--- src/design/b2b_pkg.sv ---
// ----------------------------------------------------------------------------
// b2b_pkg: shared types and constants for the keyed hash engine
// Holds the initial chain words, the message schedule table and the types
// that pass between the sequencer and the mixing datapath.
// ----------------------------------------------------------------------------
package b2b_pkg;

	localparam int unsigned ROUNDS_DEFAULT = 12;
	localparam logic [31:0] PARAM_BASE     = 32'h0101_0000;
	localparam logic [7:0]  BLOCK_BYTES    = 8'd128;

	localparam logic [6:0] KEY_LENGTH_RESET    = 7'd0;
	localparam logic [6:0] DIGEST_LENGTH_RESET = 7'd64;

	// Register indexes of the configuration port.
	localparam logic [0:0] REG_KEY_LENGTH    = 1'b0;
	localparam logic [0:0] REG_DIGEST_LENGTH = 1'b1;

	typedef logic [63:0] word_t;

	function automatic word_t iv_word(input logic [2:0] idx);
		word_t w;
		unique case (idx)
			3'd0: w = 64'h6a09e667f3bcc908;
			3'd1: w = 64'hbb67ae8584caa73b;
			3'd2: w = 64'h3c6ef372fe94f82b;
			3'd3: w = 64'ha54ff53a5f1d36f1;
			3'd4: w = 64'h510e527fade682d1;
			3'd5: w = 64'h9b05688c2b3e6c1f;
			3'd6: w = 64'h1f83d9abfb41bd6b;
			default: w = 64'h5be0cd19137e2179;
		endcase
		return w;
	endfunction

	// Message schedule: the word index used at position pos of round class rc.
	function automatic logic [3:0] sigma(input logic [3:0] rc, input logic [3:0] pos);
		logic [63:0] row;
		unique case (rc)
			4'd0: row = 64'hFEDCBA9876543210;
			4'd1: row = 64'h357B20C16DF984AE;
			4'd2: row = 64'h491763EADF250C8B;
			4'd3: row = 64'h8F04A562EBCD1397;
			4'd4: row = 64'hD386CB1EFA427509;
			4'd5: row = 64'h91EF57D438B0A6C2;
			4'd6: row = 64'hB8293670A4DEF15C;
			4'd7: row = 64'hA2684F05931CE7BD;
			4'd8: row = 64'h5A417D2C803B9EF6;
			default: row = 64'h0DC3E9BF5167482A;
		endcase
		return row[{pos, 2'b00} +: 4];
	endfunction

	// Word indexes a, b, c, d of each of the eight G steps of a round.
	function automatic logic [15:0] g_lanes(input logic [2:0] g);
		logic [15:0] r;
		unique case (g)
			3'd0: r = {4'd0, 4'd4, 4'd8,  4'd12};
			3'd1: r = {4'd1, 4'd5, 4'd9,  4'd13};
			3'd2: r = {4'd2, 4'd6, 4'd10, 4'd14};
			3'd3: r = {4'd3, 4'd7, 4'd11, 4'd15};
			3'd4: r = {4'd0, 4'd5, 4'd10, 4'd15};
			3'd5: r = {4'd1, 4'd6, 4'd11, 4'd12};
			3'd6: r = {4'd2, 4'd7, 4'd8,  4'd13};
			default: r = {4'd3, 4'd4, 4'd9, 4'd14};
		endcase
		return r;
	endfunction

	// Operands for one half G step.
	typedef struct packed {
		word_t a;
		word_t b;
		word_t c;
		word_t d;
		word_t m;
		logic  second;
	} g_in_t;

	typedef struct packed {
		word_t a;
		word_t b;
		word_t c;
		word_t d;
	} g_out_t;

endpackage

--- src/design/b2b_g_half.sv ---
// ----------------------------------------------------------------------------
// b2b_g_half: one half of the G mixing function
// Three adds, two xors and two rotations; the shared unit of the engine.
// ----------------------------------------------------------------------------
module b2b_g_half (
	input  b2b_pkg::g_in_t  op,
	output b2b_pkg::g_out_t res
);
	b2b_pkg::word_t a1, d1, c1, b1, dx, bx;

	always_comb begin
		a1 = op.a + op.b + op.m;
		dx = op.d ^ a1;
		// First half rotates by 32 and 24, second half by 16 and 63.
		d1 = op.second ? {dx[15:0], dx[63:16]} : {dx[31:0], dx[63:32]};
		c1 = op.c + d1;
		bx = op.b ^ c1;
		b1 = op.second ? {bx[62:0], bx[63]} : {bx[23:0], bx[63:24]};
		res.a = a1;
		res.b = b1;
		res.c = c1;
		res.d = d1;
	end
endmodule

--- config.mk ---
export PLATFORM = sky130hd
export DESIGN_NAME = b2b_g_half
export DESIGN_NICKNAME = d
export VERILOG_FILES = /design/src/design/b2b_pkg.sv /design/src/design/b2b_g_half.sv
export SDC_FILE = /design/constraint.sdc
export NUM_CORES = 1
export LEC_CHECK = 0
export ABC_AREA = 1
export BUFFER_PORTS_ARGS = -buffer_cell sky130_fd_sc_hd__buf_2
export CELL_PAD_IN_SITES_DETAIL_PLACEMENT = 0
export CELL_PAD_IN_SITES_GLOBAL_PLACEMENT = 2
export CORE_MARGIN = 3
export CORE_UTILIZATION = 22
export DETAILED_ROUTE_END_ITERATION = 16
export PLACE_DENSITY_LB_ADDON = 0.1
export SYNTH_ARGS = -nofsm -noshare
export SYNTH_HDL_FRONTEND = slang
export SYNTH_SLANG_ARGS = --single-unit
--- constraint.sdc ---
create_clock -name vclk -period 4.6
set_clock_uncertainty 0.15 [all_clocks]
set_input_delay 0.23 -clock vclk [all_inputs]
set_output_delay 0.23 -clock vclk [all_outputs]
set_load 0.005 [all_outputs]
==> impl_results.md, run 1 <==
- Initial antenna violation count: 6
- Largest net degree at the start of global routing: between 80 and 90
- Core area: 59200 sq um
- Setup CP Type: input pin to output port
- Mapped Area: 13200 sq um
- Nets: 4361
- DP Cell Count: approximately 4500
- Sw power: 9.56 mW
- Overall Power: about 18 mW
- Worst hold path type: input pin to output port
- Tcrit/Tclk final: 127%
- CP Capture Type: output port
- Vias per std cell: 4.81
- Avg Cell Area, Syn: 5.90 sq um
- Status: complete, but fails checks
- Area occupied by multi-input gates: around 17000 sq um
- Seq/Total Area, Yosys: 0%
- Sequential power share: 0%
- Yosys warns: 0
- Share of layout cells above drive strength 1: 65.1%
- Slew Limit Headroom: 47.5%
- Setup Slack @ Placement: -2.14 ns
- Critical Path RT: approximately 4.2 ns
- Most used cell, CP: buf_4
- Drt pass-1 iters: 5
- Post-Syn Nets: 2755
- Slowest CP cell: fa_1
- Vias after detailed routing: between 20000 and 25000
- Post-Route WL: 115000 um
- Synth unique cells: 58
- Leak pwr: between 15 and 20 nW
- Hold_ws: 0.666 ns
- FF+latch area: 0 sq um
- Peak VDD IR: around 0.33 mV
- Setup TNS: -117.09 ns
- Seq_cells: 0
- Vias in the first global route: around 23000
- Fin. Hold Viols: 0
- Hold buffers post-CTS: 0
- Post-layout util: around half
- CP startpoint kind: input pin
- Worst Tran Pin Value: 0.779 ns
- CP max FO: 3
- Post-DP HPWL: 103000 um
- FMAX: ~170 MHz
- Commonest cells after routing, fill and taps aside: 1000 x buf_4, 552 x buf_2, 382 x nand2_1, 228 x inv_1, 172 x nand2_2
- DRC viols: 0
- GP Congestion: 0.987
- Fin crit period: 5.82 ns
- Clock buffers: 0
- Endpoints failing setup: approximately 120
- Area Growth Syn to Fin: 128%
- Routed len/inst: 24.8 um
- P per Cell Area: 604 nW/um^2
- Max Slew Vio Count: 0
- # Max-Cap Violations: 0
- Port bufs: between 500 and 600
- RSZ-0062 raised after global routing: true
- Commonest non-fill, non-tap cell in the layout: buf_4
- Iter 0 DRT Violations: 1378
- Final Instance Count excl. Fillers: 4622
- Comb pwr share: 100.0%
- Die Area: 63100 sq um
- First-pass GRT wire length: 157000 um
- Slowest cell delay on critical path: 0.53 ns
- Remaining Overflow, GRT: 0
- Post-DRT Antenna Nets: 0
- Post-DP Area: about 24000 sq um
- Internal power: 8.71 mW
- Fin area: 30200 sq um
- FP Rows: 89
- Switching Share: 52.3%
- Final WS setup: -1.22 ns
- Die height: 251 um
- # fillers: 6135
- Die Wd: 251 um
- Gr usage total: 34.4%
- Initial Util: between 20% and 30%
- Clock power frac: 0%
- Mapped Cells: 2244
- Failing checks: setup timing
- Worst EP arrival: 5.44 ns
- Ports: between 500 and 600
-- critical path: cells and delay by family --
kind                       cells  cell delay [ns]
buffers and inverters         12             1.64
and+or+nand+nor               11             1.31
adders and majority gates      3             1.02
xor gates and xnor gates       4             0.83
AOI/OAI and AO/OA              3             0.38
-- power groups by stage --
stage,sequential [mW],combinational (mW),clock [mW]
3_5_place_dp,0,14.3,0
5_1_grt,0,19.2,0
4_1_cts,0,16.9,0
2_1_floorplan,0,5.08,0
3_3_place_gp,0,14.4,0
6_report,0,18.3,0.0000000291
-- Yosys cell counts (4+ instances only) --
cell type | n | share of area [%]
nand2_1 | 586 | 17
inv_1 | 274 | 7.8
nand3_1 | 218 | 8.2
nor2_1 | 192 | 5.4
a21oi_1 | 173 | 6.5
o21ai_0 | 138 | 5.2
ha_1 | 125 | 12
xor2_1 | 99 | 6.6
fa_1 | 65 | 9.8
xnor2_1 | 47 | 3.1
a21o_1 | 30 | 1.7
nand3b_1 | 21 | 1.2
nand2_2 | 19 | 0.90
or2_1 | 18 | 0.85
o21bai_1 | 17 | 0.96
or2_2 | 15 | 0.71
xor2_2 | 15 | 1.8
nor3_1 | 14 | 0.53
a21oi_2 | 13 | 0.86
a31oi_1 | 13 | 0.61
clkbuf_1 | 12 | 0.34
o21ai_1 | 12 | 0.45
nand3_2 | 11 | 0.83
nor4_1 | 10 | 0.47
inv_2 | 9 | 0.26
o21ai_2 | 8 | 0.53
buf_1 | 7 | 0.20
nor2_2 | 7 | 0.33
nor4_2 | 7 | 0.66
and3_1 | 6 | 0.28
o21a_1 | 6 | 0.34
and2_1 | 5 | 0.24
clkbuf_8 | 5 | 0.52
nor3_2 | 5 | 0.38
a21boi_0 | 4 | 0.23
or2_0 | 4 | 0.19
-- routing by layer --
metal	part of all wire [%]	routed length, um	vias to the layer above	global-route usage (%)
li1	-	-	10576	-
met1	42	48400	10716	44.0
met2	49	55900	799	62.0
met3	4.9	5580	122	3.09
met4	4.0	4590	10	9.10
met5	0.052	60	-	0
-- path summary, 6_finish.rpt --
| path | from | depth (start not counted) | end | slack [ns] |
|---|---|---|---|---|
| worst max-delay path | op[295] | 33 | res[156] | -1.22 |
| worst min-delay path | op[129] | 3 | res[64] | 0.67 |
-- area by class of cell --
type                       instances  area share [%]
tap                              773            3.20
antenna                            1         0.00828
timing repair buffer            1633            37.2
multi-input combinational       1931            56.0
inverter                         284            3.60
-- cell families after synthesis --
| family | share of synthesized area (%) |
|---|---|
| adder cells (fa/ha/maj) | 21.7 |
| multiplexers | 0.0756 |
| XOR/XNOR | 11.6 |
| AO/OA/AOI/OAI | 19.0 |
| AND/OR/NAND/NOR | 38.4 |
| buffers and inverters | 9.32 |
-- what timing repair did --
item                       in CTS  in global routing
resized for setup             755                341
buffers inserted               82                 49
hold endpoints to repair        0                  0
pin swaps                     199                166
cloned                          0                  0
setup endpoints to repair     127                126
Note: power is estimated with default switching activity, not from simulation.
==> run 2: changes to the inputs <==
--- a/config.mk
+++ b/config.mk
@@ -10,7 +10,7 @@
 export CELL_PAD_IN_SITES_DETAIL_PLACEMENT = 0
 export CELL_PAD_IN_SITES_GLOBAL_PLACEMENT = 2
 export CORE_MARGIN = 3
-export CORE_UTILIZATION = 22
+export CORE_UTILIZATION = 24
 export DETAILED_ROUTE_END_ITERATION = 16
 export PLACE_DENSITY_LB_ADDON = 0.1
 export SYNTH_ARGS = -nofsm -noshare
==> constraint.sdc (replaced) <==
create_clock -name vclk -period 6.4
set_clock_uncertainty 0.15 [all_clocks]
set_input_delay 0.32 -clock vclk [all_inputs]
set_output_delay 0.32 -clock vclk [all_outputs]
set_load 0.005 [all_outputs]
==> run 2 against run 1 <==
  * The flow now finishes without violations
  * Combinational power fell by 42%
  * Sequential share of layout area did not move
  * Routed wire length fell by 8.4%
  * Clock-buffer cell count did not move
  * Core utilization fell by 6.7 points
  * Critical path depth fell by 4
  * Worst setup slack improved by 1.4 ns
  * First-iteration DRC count rose by 18%
  * Sequential cell count did not move
==> impl_results.md, run 2 (same netlist as run 1, synthesis figures left out) <==
- Cell family with most CP delay: simple AND/OR/NAND/NOR gates
- First-pass GRT wire length: 141000 um (-10%)
- Initial antenna violation count: 11 (+5)
- GP Congestion: 1.00 (+1.3%)
- Post-DP HPWL: 96000 um (-6.6%)
- DP Cell Count: 4184 (-6.9%)
- Setup CP Type: input pin to output port
- Max Slew Vio Count: 0 (unchanged)
- Worst hold path type: input pin to output port
- Die Area: 58000 sq um (-8.1%)
- Port bufs: 577 (unchanged)
- Remaining Overflow, GRT: 0 (unchanged)
- Setup Slack @ Placement: -0.552 ns (+1.59 ns)
- CP max FO: 4 (+1)
- Fin area: 24000 sq um (-21%)
- Share of layout cells above drive strength 1: 48.1% (-17 points)
- Commonest non-fill, non-tap cell in the layout: buf_4
- RSZ-0062 raised after global routing: true
- Slowest cell delay on critical path: 0.49 ns (-0.04 ns)
- Post-Route WL: 105000 um (-8.4%)
- Overall Power: 10.6 mW (-42%)
- P per Cell Area: 441 nW/um^2 (-27%)
- Peak VDD IR: 0.143 mV (-57%)
- Iter 0 DRT Violations: 1625 (+18%)
- Setup TNS: 0 ns (+117.09 ns)
- Most used cell, CP: buf_4
- Initial Util: 24.4% (+2.1 points)
- Commonest cells after routing, fill and taps aside: 725 x buf_4, 574 x buf_2, 530 x nand2_1, 266 x inv_1, 195 x nand3_1
- Worst Tran Pin Value: 1.05 ns (+0.275 ns)
- Clock buffers: 0 (unchanged)
- FF+latch area: 0 sq um (unchanged)
- Fin crit period: around 6.2 ns
- Endpoints failing setup: 0 (-100%)
- Die height: 241 um (-4.2%)
- Fin. Hold Viols: 0 (unchanged)
- Final Instance Count excl. Fillers: 4224 (-8.6%)
- Slew Limit Headroom: 29.0% (-19 points)
- Worst EP arrival: 5.73 ns (+0.29 ns)
- FP Rows: 85 (-4.5%)
- Post-DP Area: 22100 sq um (-8.7%)
- CP startpoint kind: input pin
- Core area: 54200 sq um (-8.4%)
- Drt pass-1 iters: 6 (+1)
- Gr usage total: 34.1% (-0.30 points)
- Post-DRT Antenna Nets: 0 (unchanged)
- Die Wd: 241 um (-4.2%)
- Worst path bufs/invs: 7 (-5)
- DRC viols: 0 (unchanged)
- Critical Path RT: 5.93 ns (+1.71 ns)
- CP Capture Type: output port
- Tcrit/Tclk final: a little over nine tenths
- Ports: 577 (unchanged)
- Hold buffers post-CTS: 0 (unchanged)
- Slowest CP cell: fa_1
- # fillers: 5935 (-3.3%)
- Routed len/inst: 24.9 um (+0.26%)
- Status: finished clean
- Vias after detailed routing: 21067 (-5.2%)
- Leak pwr: 12.7 nW (-16%)
- Largest net degree at the start of global routing: 130 (+53%)
- # Max-Cap Violations: 0 (unchanged)
- Nets: 4036 (-7.5%)
- Vias per std cell: 4.99 (+3.7%)
- Post-layout util: 44.3% (-6.7 points)
- Vias in the first global route: 20425 (-9.9%)
- Area Growth Syn to Fin: 81.5%
- FMAX: ~160 MHz
- Final WS setup: 0.200 ns (+1.42 ns)
- Seq_cells: 0 (unchanged)
- Hold_ws: 0.892 ns (+0.226 ns)
[run 2: worst min-delay path, cell delays in order]
cell and delay, ns:
buf_2 0.09, ha_2 0.19, buf_2 0.12
[run 2: cell type report]
class | instances | area [sq um] | area share (%)
antenna | 5 | 12.5 | 0.0521
inverter | 284 | 1070 | 4.45
multi-input combinational | 1931 | 13600 | 56.7
tap | 696 | 871 | 3.63
timing repair buffer | 1308 | 8440 | 35.2
[run 2: power breakdown]
part	leakage (nW)	total [mW]	switching, mW	internal [mW]
clock	0.0000317	0.000000105	0	0.000000105
sequential	0	0	0	0
combinational	12.7	10.6	5.91	4.68
[run 2: per-layer routing]
metal / up-vias / track usage, % / routed length [um]
li1: 9924 / - / -
met1: 10210 / 45.3 / 45600
met2: 807 / 59.2 / 50200
met3: 120 / 3.78 / 6070
met4: 6 / 8.26 / 3130
met5: - / 0 / 37
[run 2: final timing paths]
kind	startpoint	end	cells past startpoint
setup / recovery	op[36]	res[175]	29
hold / removal	op[129]	res[64]	3
[run 2: what timing repair did]
item	4_1_cts	5_1_grt
resized for setup	63	302
pin swaps	6	67
setup endpoints to repair	82	95
cloned	0	0
setup buffers	5	30
